### config.mk
export PLATFORM = sky130hd
export DESIGN_NAME = pmvg_div
export DESIGN_NICKNAME = d
export VERILOG_FILES = /design/src/rtl/core/pmvg_div.sv
export SDC_FILE = /design/constraint.sdc
export NUM_CORES = 1
export LEC_CHECK = 0
export BUFFER_PORTS_ARGS = -buffer_cell sky130_fd_sc_hd__buf_2
export CAP_MARGIN = 5
export CORE_UTILIZATION = 63
export CTS_CLUSTER_DIAMETER = 100
export DETAILED_ROUTE_END_ITERATION = 6
export GPL_TIMING_DRIVEN = 0
export HOLD_SLACK_MARGIN = 0.02
export PLACE_DENSITY_LB_ADDON = 0.05
export SETUP_SLACK_MARGIN = 0.1
export SLEW_MARGIN = 40
export SYNTH_ARGS = -nofsm -noshare
export SYNTH_HDL_FRONTEND = slang
export SYNTH_SLANG_ARGS = --single-unit
export TNS_END_PERCENT = 50
### constraint.sdc
create_clock -name clk -period 3 [get_ports clk]
set_input_delay 0.3 -clock clk [delete_from_list [all_inputs] [get_ports clk]]
set_output_delay 0.3 -clock clk [all_outputs]
set_load 0.02 [all_outputs]
### src/rtl/core/pmvg_div.sv
// pipelined restoring divider, one quotient bit per stage
`timescale 1ns / 1ps

module pmvg_div #(
    parameter int NUM_W = 26,
    parameter int DEN_W = 10,
    parameter int Q_W   = 17
) (
    input  logic             clk,
    input  logic             en,
    input  logic [NUM_W-1:0] num,
    input  logic [DEN_W-1:0] den,
    output logic [Q_W-1:0]   quo
);

    // numerator shifted right by Q_W must stay below the divisor
    logic [DEN_W-1:0] rem_reg  [0:Q_W];
    logic [Q_W-1:0]   work_reg [0:Q_W];
    logic [DEN_W-1:0] den_reg  [0:Q_W-1];

    always_ff @(posedge clk)
    begin
        if (en)
        begin
            rem_reg[0]  <= DEN_W'(num >> Q_W);
            work_reg[0] <= num[Q_W-1:0];
            den_reg[0]  <= den;
        end
    end

    for (genvar k = 1; k <= Q_W; k++)
    begin : g_step
        logic [DEN_W:0] trial;
        logic           ge;

        assign trial = {rem_reg[k-1], work_reg[k-1][Q_W-1]};
        assign ge    = trial >= {1'b0, den_reg[k-1]};

        always_ff @(posedge clk)
        begin
            if (en)
            begin
                rem_reg[k]  <= ge ? DEN_W'(trial - {1'b0, den_reg[k-1]}) : DEN_W'(trial);
                work_reg[k] <= {work_reg[k-1][Q_W-2:0], ge};
            end
        end

        if (k < Q_W)
        begin : g_den
            always_ff @(posedge clk)
            begin
                if (en)
                begin
                    den_reg[k] <= den_reg[k-1];
                end
            end
        end
    end

    assign quo = work_reg[Q_W];

endmodule

Yosys cells after proc, flatten, opt, wreduce, memory -nomap -nowiden:

Memory sizes are Yosys's and may differ from the RTL's.
Index checks and enable logic that the tools add are counted.

* bits of input ports: 38
* logic and storage cells: 56
* memories kept: 3
* bits in registers: 0
* output and inout bits: 17
* memory bits (writable): 656

Memories
* work_reg: words 18, bits a word 17, rd ports 18, clocked after Yosys merged registers in 0, write ports 18, line 18 `logic [Q_W-1:0] work_reg [0:Q_W];`
* rem_reg: words 18, bits a word 10, rd ports 17, clocked after Yosys merged registers in 0, write ports 18, line 17 `logic [DEN_W-1:0] rem_reg [0:Q_W];`
* den_reg: words 17, bits a word 10, rd ports 17, clocked after Yosys merged registers in 0, write ports 17, line 19 `logic [DEN_W-1:0] den_reg [0:Q_W-1];`

* magnitude comparators: 17
* $add $sub $neg: 17
* mux-type cells: 19

Operators with widths (count)
* 11-bit by 10-bit greater-or-equal comparator with 1-bit output: 17
* 10-bit 2-to-1 mux: 17
* 10-bit subtractor: 17
* 1-bit 2-to-1 mux: 2

Depth between registers and ports, before layout:

Gate-level depths: netlist of the first run.

* depth in word-level cells: 2
* depth in mapped cells: 10
* mapped depth without buffers: 10

Worst setup path after synthesis of the first run:

Ideal clock, no wire load.

* kind: register to register
* from: memory work_reg[2][16]
* to: memory rem_reg[3][8] (data pin)
* slack: 593 ps
* period minus slack after synthesis: 2407 ps
* cell stages (with the launch flop): 11
* required time: 2740 ps
* setup time: 260 ps
* path buffers: 0
* arrival: 2147 ps
* cell sequence: edfxtp_1 inv_1 ha_1 inv_1 fa_1 a21o_1 a21oi_1 nor2b_1 a2111oi_2 xnor2_1 mux2_2

RTL lines (line)
* from (decl): 18
* to (decl): 17

==> impl_metrics.toml, run 1 <==
[die]
ioPinCount = 55
core_area_um2 = 45500
die_x_um = 217
die-area_um2 = 47000
fp.dieH_um = 217
start_util_pct = 63.9
rows = 78

[detailed_routing]
wl_per_cell_um = 16.5
drt_iter0_drc = 1078
wirelength_um = 45800
dr_total_vias = 15600
drtPass1Iterations = 5
drt.antenna.violating_nets = 0
drcViolationCount = 0
viasPerCell = 5.65

[pwr]
power_density_nw_per_um2 = 960
power_w = 0.0316
p_leak_nw = 12.8
worst_ir_drop_vdd_v = 0.000581

[logic_synthesis]
synthSimpleGateAreaFrac_pct = 4.10
synth-compound-area-share_pct = 9.08
ys_ff_latch = 645
ys_seq_area_share_pct = 66.6
synth_flop_cell = "edfxtp_1"
synthAdderAreaFrac_pct = 8.42
avgSynthCellArea_um2 = 14.9
synth_nets = 2169
synth-edff-count = 645
synthXorXnorAreaFrac_pct = 2.71
yosys_warnings = 0
syn-instance-count = 1945
syn_area_um2 = 29100
async_reset_ff_share_pct = 0
synth_mux_area_share_pct = 5.80
synth_cell_types = 65
synth_top_family_by_area = "compound AO/OA/AOI/OAI gates"

[cts]
cts.path.max_buffers = 3
clock_latency_ps = 590
path_clk_slew_ps = 60
tritoncts = "done"
root_buffer = "clkbuf_16"
cts_num_sinks = 645
numCtsBuffers = 68
cts_max_level = 3

[sta]
worst_pin_slew_ps = 476
fin_worst_skew_ps = 23.6
hold_viol_final = 0
fmax_mhz = 361
maxSlewViolCount = 0
finalCriticalPeriod_ps = 2770
min_period_over_period_pct = 92.4
slew_headroom_pct = 68.3
rsz0062_at_grt = "false"
setup_viol = 0

[worst_setup_path]
cp-start-kind = "flop"
cp_data_arrival_time_ps = 3100
cp.required_ps = 3330
worstSetupPathType = "flop to flop"
r2r_cells = 9
regToRegEndpoint = "rem_reg[8][4]"
r2r-start = "den_reg[0][71]"
crit_fanout = 10
r2r_setup_slack_ps = 230
end_kind = "flop"

[cells_and_area]
fillCellCount = 2895
syn_to_final_growth_pct = 13.1
regArea_um2 = 19400
drive_gt1_share_pct = 14.7
final_util_pct = 72.3
largest_reg_flops = 306
layout.nets = 2338
multi_input_area_um2 = 8760
layoutNonFillerInstCount = 2767
antenna_cells = 0
final_cell_mix = "edfxtp_1 (645), inv_1 (222), ha_1 (170), a21oi_1 (137), mux2_2 (99)"
final_common_cell = "edfxtp_1"
fin_area_um2 = 32900

[worst_hold_path]
min_path_cells = 1
holdPathEnd = "work_reg[0][4]"
hp-class = "input port to flop"
hold_path_startpoint = "en"

[global_routing]
grt_pass1_vias = 15800
grt_use_total_pct = 20.1
grt_pass1_wl_um = 75400
antenna_found_initial = 0
grt_max_degree = 88
grt_remaining_overflow = 0

[placed_design]
hpwl_um = 31300
dp_cells = 2607
place.gp.congestion = 0.878
port_buffers = 54
dpl-instance-area_um2 = 30300

[run_status]
status = "completed"

[flow_run]
maxCapViolCount = 0
-- cells by family after synthesis --
group,count (synthesis)
flip-flops,645
AO/OA/AOI/OAI,404
AND/OR/NAND/NOR,237
buffers and inverters,239
XOR/XNOR,90
multiplexers,144
adder cells (fa/ha/maj),186
-- where the power goes --
part	total, W	internal (W)	switching, W
Sequential	0.0131	0.0123	0.000816
Clock	0.00811	0.00485	0.00326
Combinational	0.0104	0.00509	0.00530
-- how the worst max path moves through the flow --
stage / from / end / slack, ps / cells past startpoint
2_1_floorplan: work_reg[2][16] / rem_reg[3][8] / 590 / 10
3_3_place_gp: en / work_reg[11][9] / -7460 / 1
3_5_place_dp: den_reg[0][61] / rem_reg[7][2] / 150 / 9
4_1_cts: den_reg[0][61] / rem_reg[7][2] / 110 / 9
5_1_grt: den_reg[0][61] / rem_reg[7][2] / 120 / 9
6_report: den_reg[0][71] / rem_reg[8][4] / 230 / 9
-- stage by stage --
stage          setup TNS [ps]  hold slack (ps)  setup slack (ps)
2_1_floorplan               0              399               593
3_3_place_gp         -4767520              400             -7460
3_5_place_dp                0              405               153
4_1_cts                     0             28.4               110
5_1_grt                     0             48.5               116
6_report                    0             65.1               229
-- Yosys cell counts (all sizes together), types with 21 or more instances --
| library cell | count | share of area [%] |
|---|---|---|
| a211oi | 27 | 0.71 |
| a21o | 32 | 0.83 |
| a21oi | 137 | 2.4 |
| edfxtp | 645 | 67 |
| ha | 170 | 7.3 |
| inv | 222 | 2.9 |
| mux2 | 124 | 5.1 |
| nand2 | 65 | 0.84 |
| nand3 | 21 | 0.41 |
| nor2 | 52 | 0.67 |
| o21a | 37 | 0.96 |
| o21ai | 78 | 1.4 |
| xnor2 | 44 | 1.3 |
| xor2 | 46 | 1.4 |
-- layer usage --
metal / vias up / wire length [µm] / track usage [%]
met2: 359 / 22300 / 34.0
met3: 90 / 2530 / 3.66
met4: 0 / 1150 / 7.89
met1: 7507 / 19800 / 25.9
li1: 7675 / - / -
met5: - / 0 / 0
-- timing repair --
action / CTS / global route
setup endpoints to repair: 0 / 7
resized for setup: 0 / 2
hold buffers: 36 / 0
endpoints found under the hold margin: 36 / 0
buffers inserted: 0 / 1
-- worst max-delay path: stages (launching register included) --
cell and delay (ps):
edfxtp_1 470, inv_1 140, ha_1 250, nor2b_1 140, o31a_1 290, o2111ai_2 220
nand3_2 170, o21ai_1 240, buf_4 240, mux2_2 370
-- final cells by class --
type                       count  share of cell area, %
sequential                   645                   58.9
timing repair buffer          99                   2.64
multi-input combinational   1061                   26.6
inverter                     222                   2.53
clock buffer                  82                   5.40
buffer                        17                  0.369
clock inverter                41                   1.26
tap                          600                   2.28
(Power assumes the default switching activity.)
==> run 2, diff against run 1 <==
ABC_AREA = 1   (was not set)
==> impl_metrics.toml, run 2 <==
[run_status]
status = "completed"

[worst_setup_path]
cp_num_cells = 6
crit_path_end = "work_reg[16][5]"
cp_data_arrival_time_ps = 2600
crit_fanout = 81
r2r_cells = 10
cp.required_ps = 3260
crit_path_top_delay_cell = "buf_16"
crit_path_max_incr_delay_ps = 410
critPathBufInv = 6
critical_path.top_delay_family = "buffers and inverters"
cp-start-kind = "input port"
crit_start = "en"
regToRegEndpoint = "rem_reg[1][5]"
r2r_setup_slack_ps = 690
end_kind = "flop"
cpMostUsedCell = "buf_16"
worstSetupPathType = "input port to flop"
r2r-start = "rem_reg[0][4]"
worstPathCellList = "buf_8, buf_16, buf_16, buf_16, buf_16, buf_16"

[logic_synthesis]
async_reset_ff_share_pct = 0
yosysMostFrequentCell = "nand2_1"
synth_area_leaders = "edfxtp_1 (63%), nand2_1 (12%), ha_1 (6.9%), inv_1 (5.6%), nand3_1 (3.3%)"
ys_ff_latch = 645
synth_common_cells = "nand2_1 (946), edfxtp_1 (645), inv_1 (459)"
yosys_warnings = 0
synth_nets = 3118
synth_top_area_share_pct = 62.8
syn_area_um2 = 30800
avgSynthCellArea_um2 = 10.7
synth_top_cell_by_area = "edfxtp_1"
syn-instance-count = 2894
synth_cell_types = 33
ys_seq_area_share_pct = 62.8
synth-edff-count = 645
synth_flop_cell = "edfxtp_1"

[cells_and_area]
fin_area_um2 = 34600
final_cell_mix = "nand2_1 (946), edfxtp_1 (645), inv_1 (459), nand3_1 (206), ha_1 (170)"
antenna_cells = 0
fillCellCount = 3334
layout.nets = 3286
syn_to_final_growth_pct = 12.4
regArea_um2 = 19400
final_common_cell = "nand2_1"
drive_gt1_share_pct = 8.23
final_util_pct = 72.1
layoutNonFillerInstCount = 3724
largest_reg_flops = 306
multi_input_area_um2 = 9490

[detailed_routing]
wl_per_cell_um = 15.7
drcViolationCount = 0
drtPass1Iterations = 5
drt_iter0_drc = 1175
wirelength_um = 58500
dr_total_vias = 19600
viasPerCell = 5.26
drt.antenna.violating_nets = 0

[die]
fp.dieH_um = 223
core_area_um2 = 48000
die-area_um2 = 49800
ioPinCount = 55
rows = 80
die_x_um = 223
start_util_pct = 64.2

[placed_design]
dpl-instance-area_um2 = 32100
port_buffers = 54
hpwl_um = 41500
dp_cells = 3571
place.gp.congestion = 0.922

[sta]
slew_headroom_pct = 66.9
worst_pin_slew_ps = 491
fin_worst_skew_ps = 23.5
setup_viol = 0
hold_viol_final = 0
maxSlewViolCount = 0
rsz0062_at_grt = "false"
min_period_over_period_pct = 78.3
fmax_mhz = 426
finalCriticalPeriod_ps = 2350

[global_routing]
grt_use_total_pct = 24.2
grt_max_degree = 84
grt_pass1_wl_um = 94900
grt_pass1_vias = 19300
antenna_found_initial = 1
grt_remaining_overflow = 0

[flow_run]
maxCapViolCount = 0

[cts]
path_clk_slew_ps = 60
clock_latency_ps = 600
numCtsBuffers = 68
root_buffer = "clkbuf_16"
cts_setup_buffers = 0
cts.path.max_buffers = 3
cts_num_sinks = 645
cts_max_level = 3
tritoncts = "done"

[worst_hold_path]
hp-class = "input port to flop"

[pwr]
p_leak_nw = 15.7
power_w = 0.0319
worst_ir_drop_vdd_v = 0.000591
power_density_nw_per_um2 = 920
-- run 2: stage by stage --
step | TNS, ps | setup slack, ps | hold WS (ps)
6_report | 0 | 652 | 126
3_3_place_gp | -4796910 | -7560 | 401
4_1_cts | 0 | 638 | 118
3_5_place_dp | -140 | -4.80 | 405
2_1_floorplan | 0 | 1170 | 399
5_1_grt | 0 | 467 | 127
-- run 2: routing by layer --
metal	share of wire, %	vias up	GRT usage, %
li1	-	9888	-
met1	43	9052	30.8
met2	49	493	42.0
met3	4.5	172	3.75
met4	3.5	0	8.94
met5	0	-	0
-- run 2: logic make-up after synthesis --
logic type / after synthesis / synth area share (%)
flip-flops: 645 / 62.8
buffers and inverters: 490 / 6.41
AND/OR/NAND/NOR: 1410 / 19.4
adder cells (fa/ha/maj): 186 / 7.94
AO/OA/AOI/OAI: 115 / 2.09
XOR/XNOR: 48 / 1.36
-- run 2: how the worst min path moves through the flow --
stage,startpoint,end,slack [ps],cells past startpoint
after global routing,en,work_reg[0][4],130,1
after global placement,work_reg[9][10],work_reg[10][11],400,0
after detailed placement,work_reg[10][2],work_reg[11][3],400,0
after CTS,en,work_reg[0][1],120,1
final,en,work_reg[0][4],130,1
after floorplan,den[0],den_reg[0][0],400,0
-- run 2: final cells by class --
class                   instances  area share [%]
flip-flops and latches        645            55.9
multi-input cells            1759            27.4
clock buffers                  79            5.28
inverters                     474            5.13
repair buffers                 98            2.48
well taps                     615            2.22
clock inverters                38            1.02
plain buffers                  16           0.571
-- run 2: power breakdown --
group,internal (W),leakage (nW),switching [W]
clock,0.00481,1.06,0.00333
sequential,0.0122,6.31,0.000903
combinational,0.00394,8.29,0.00675
-- run 2: timing repair --
action / 4_1_cts / 5_1_grt
endpoints found under the setup margin: 0 / 0
hold endpoints to repair: 36 / 0
hold buffers: 36 / 0
resized for setup: 0 / 0
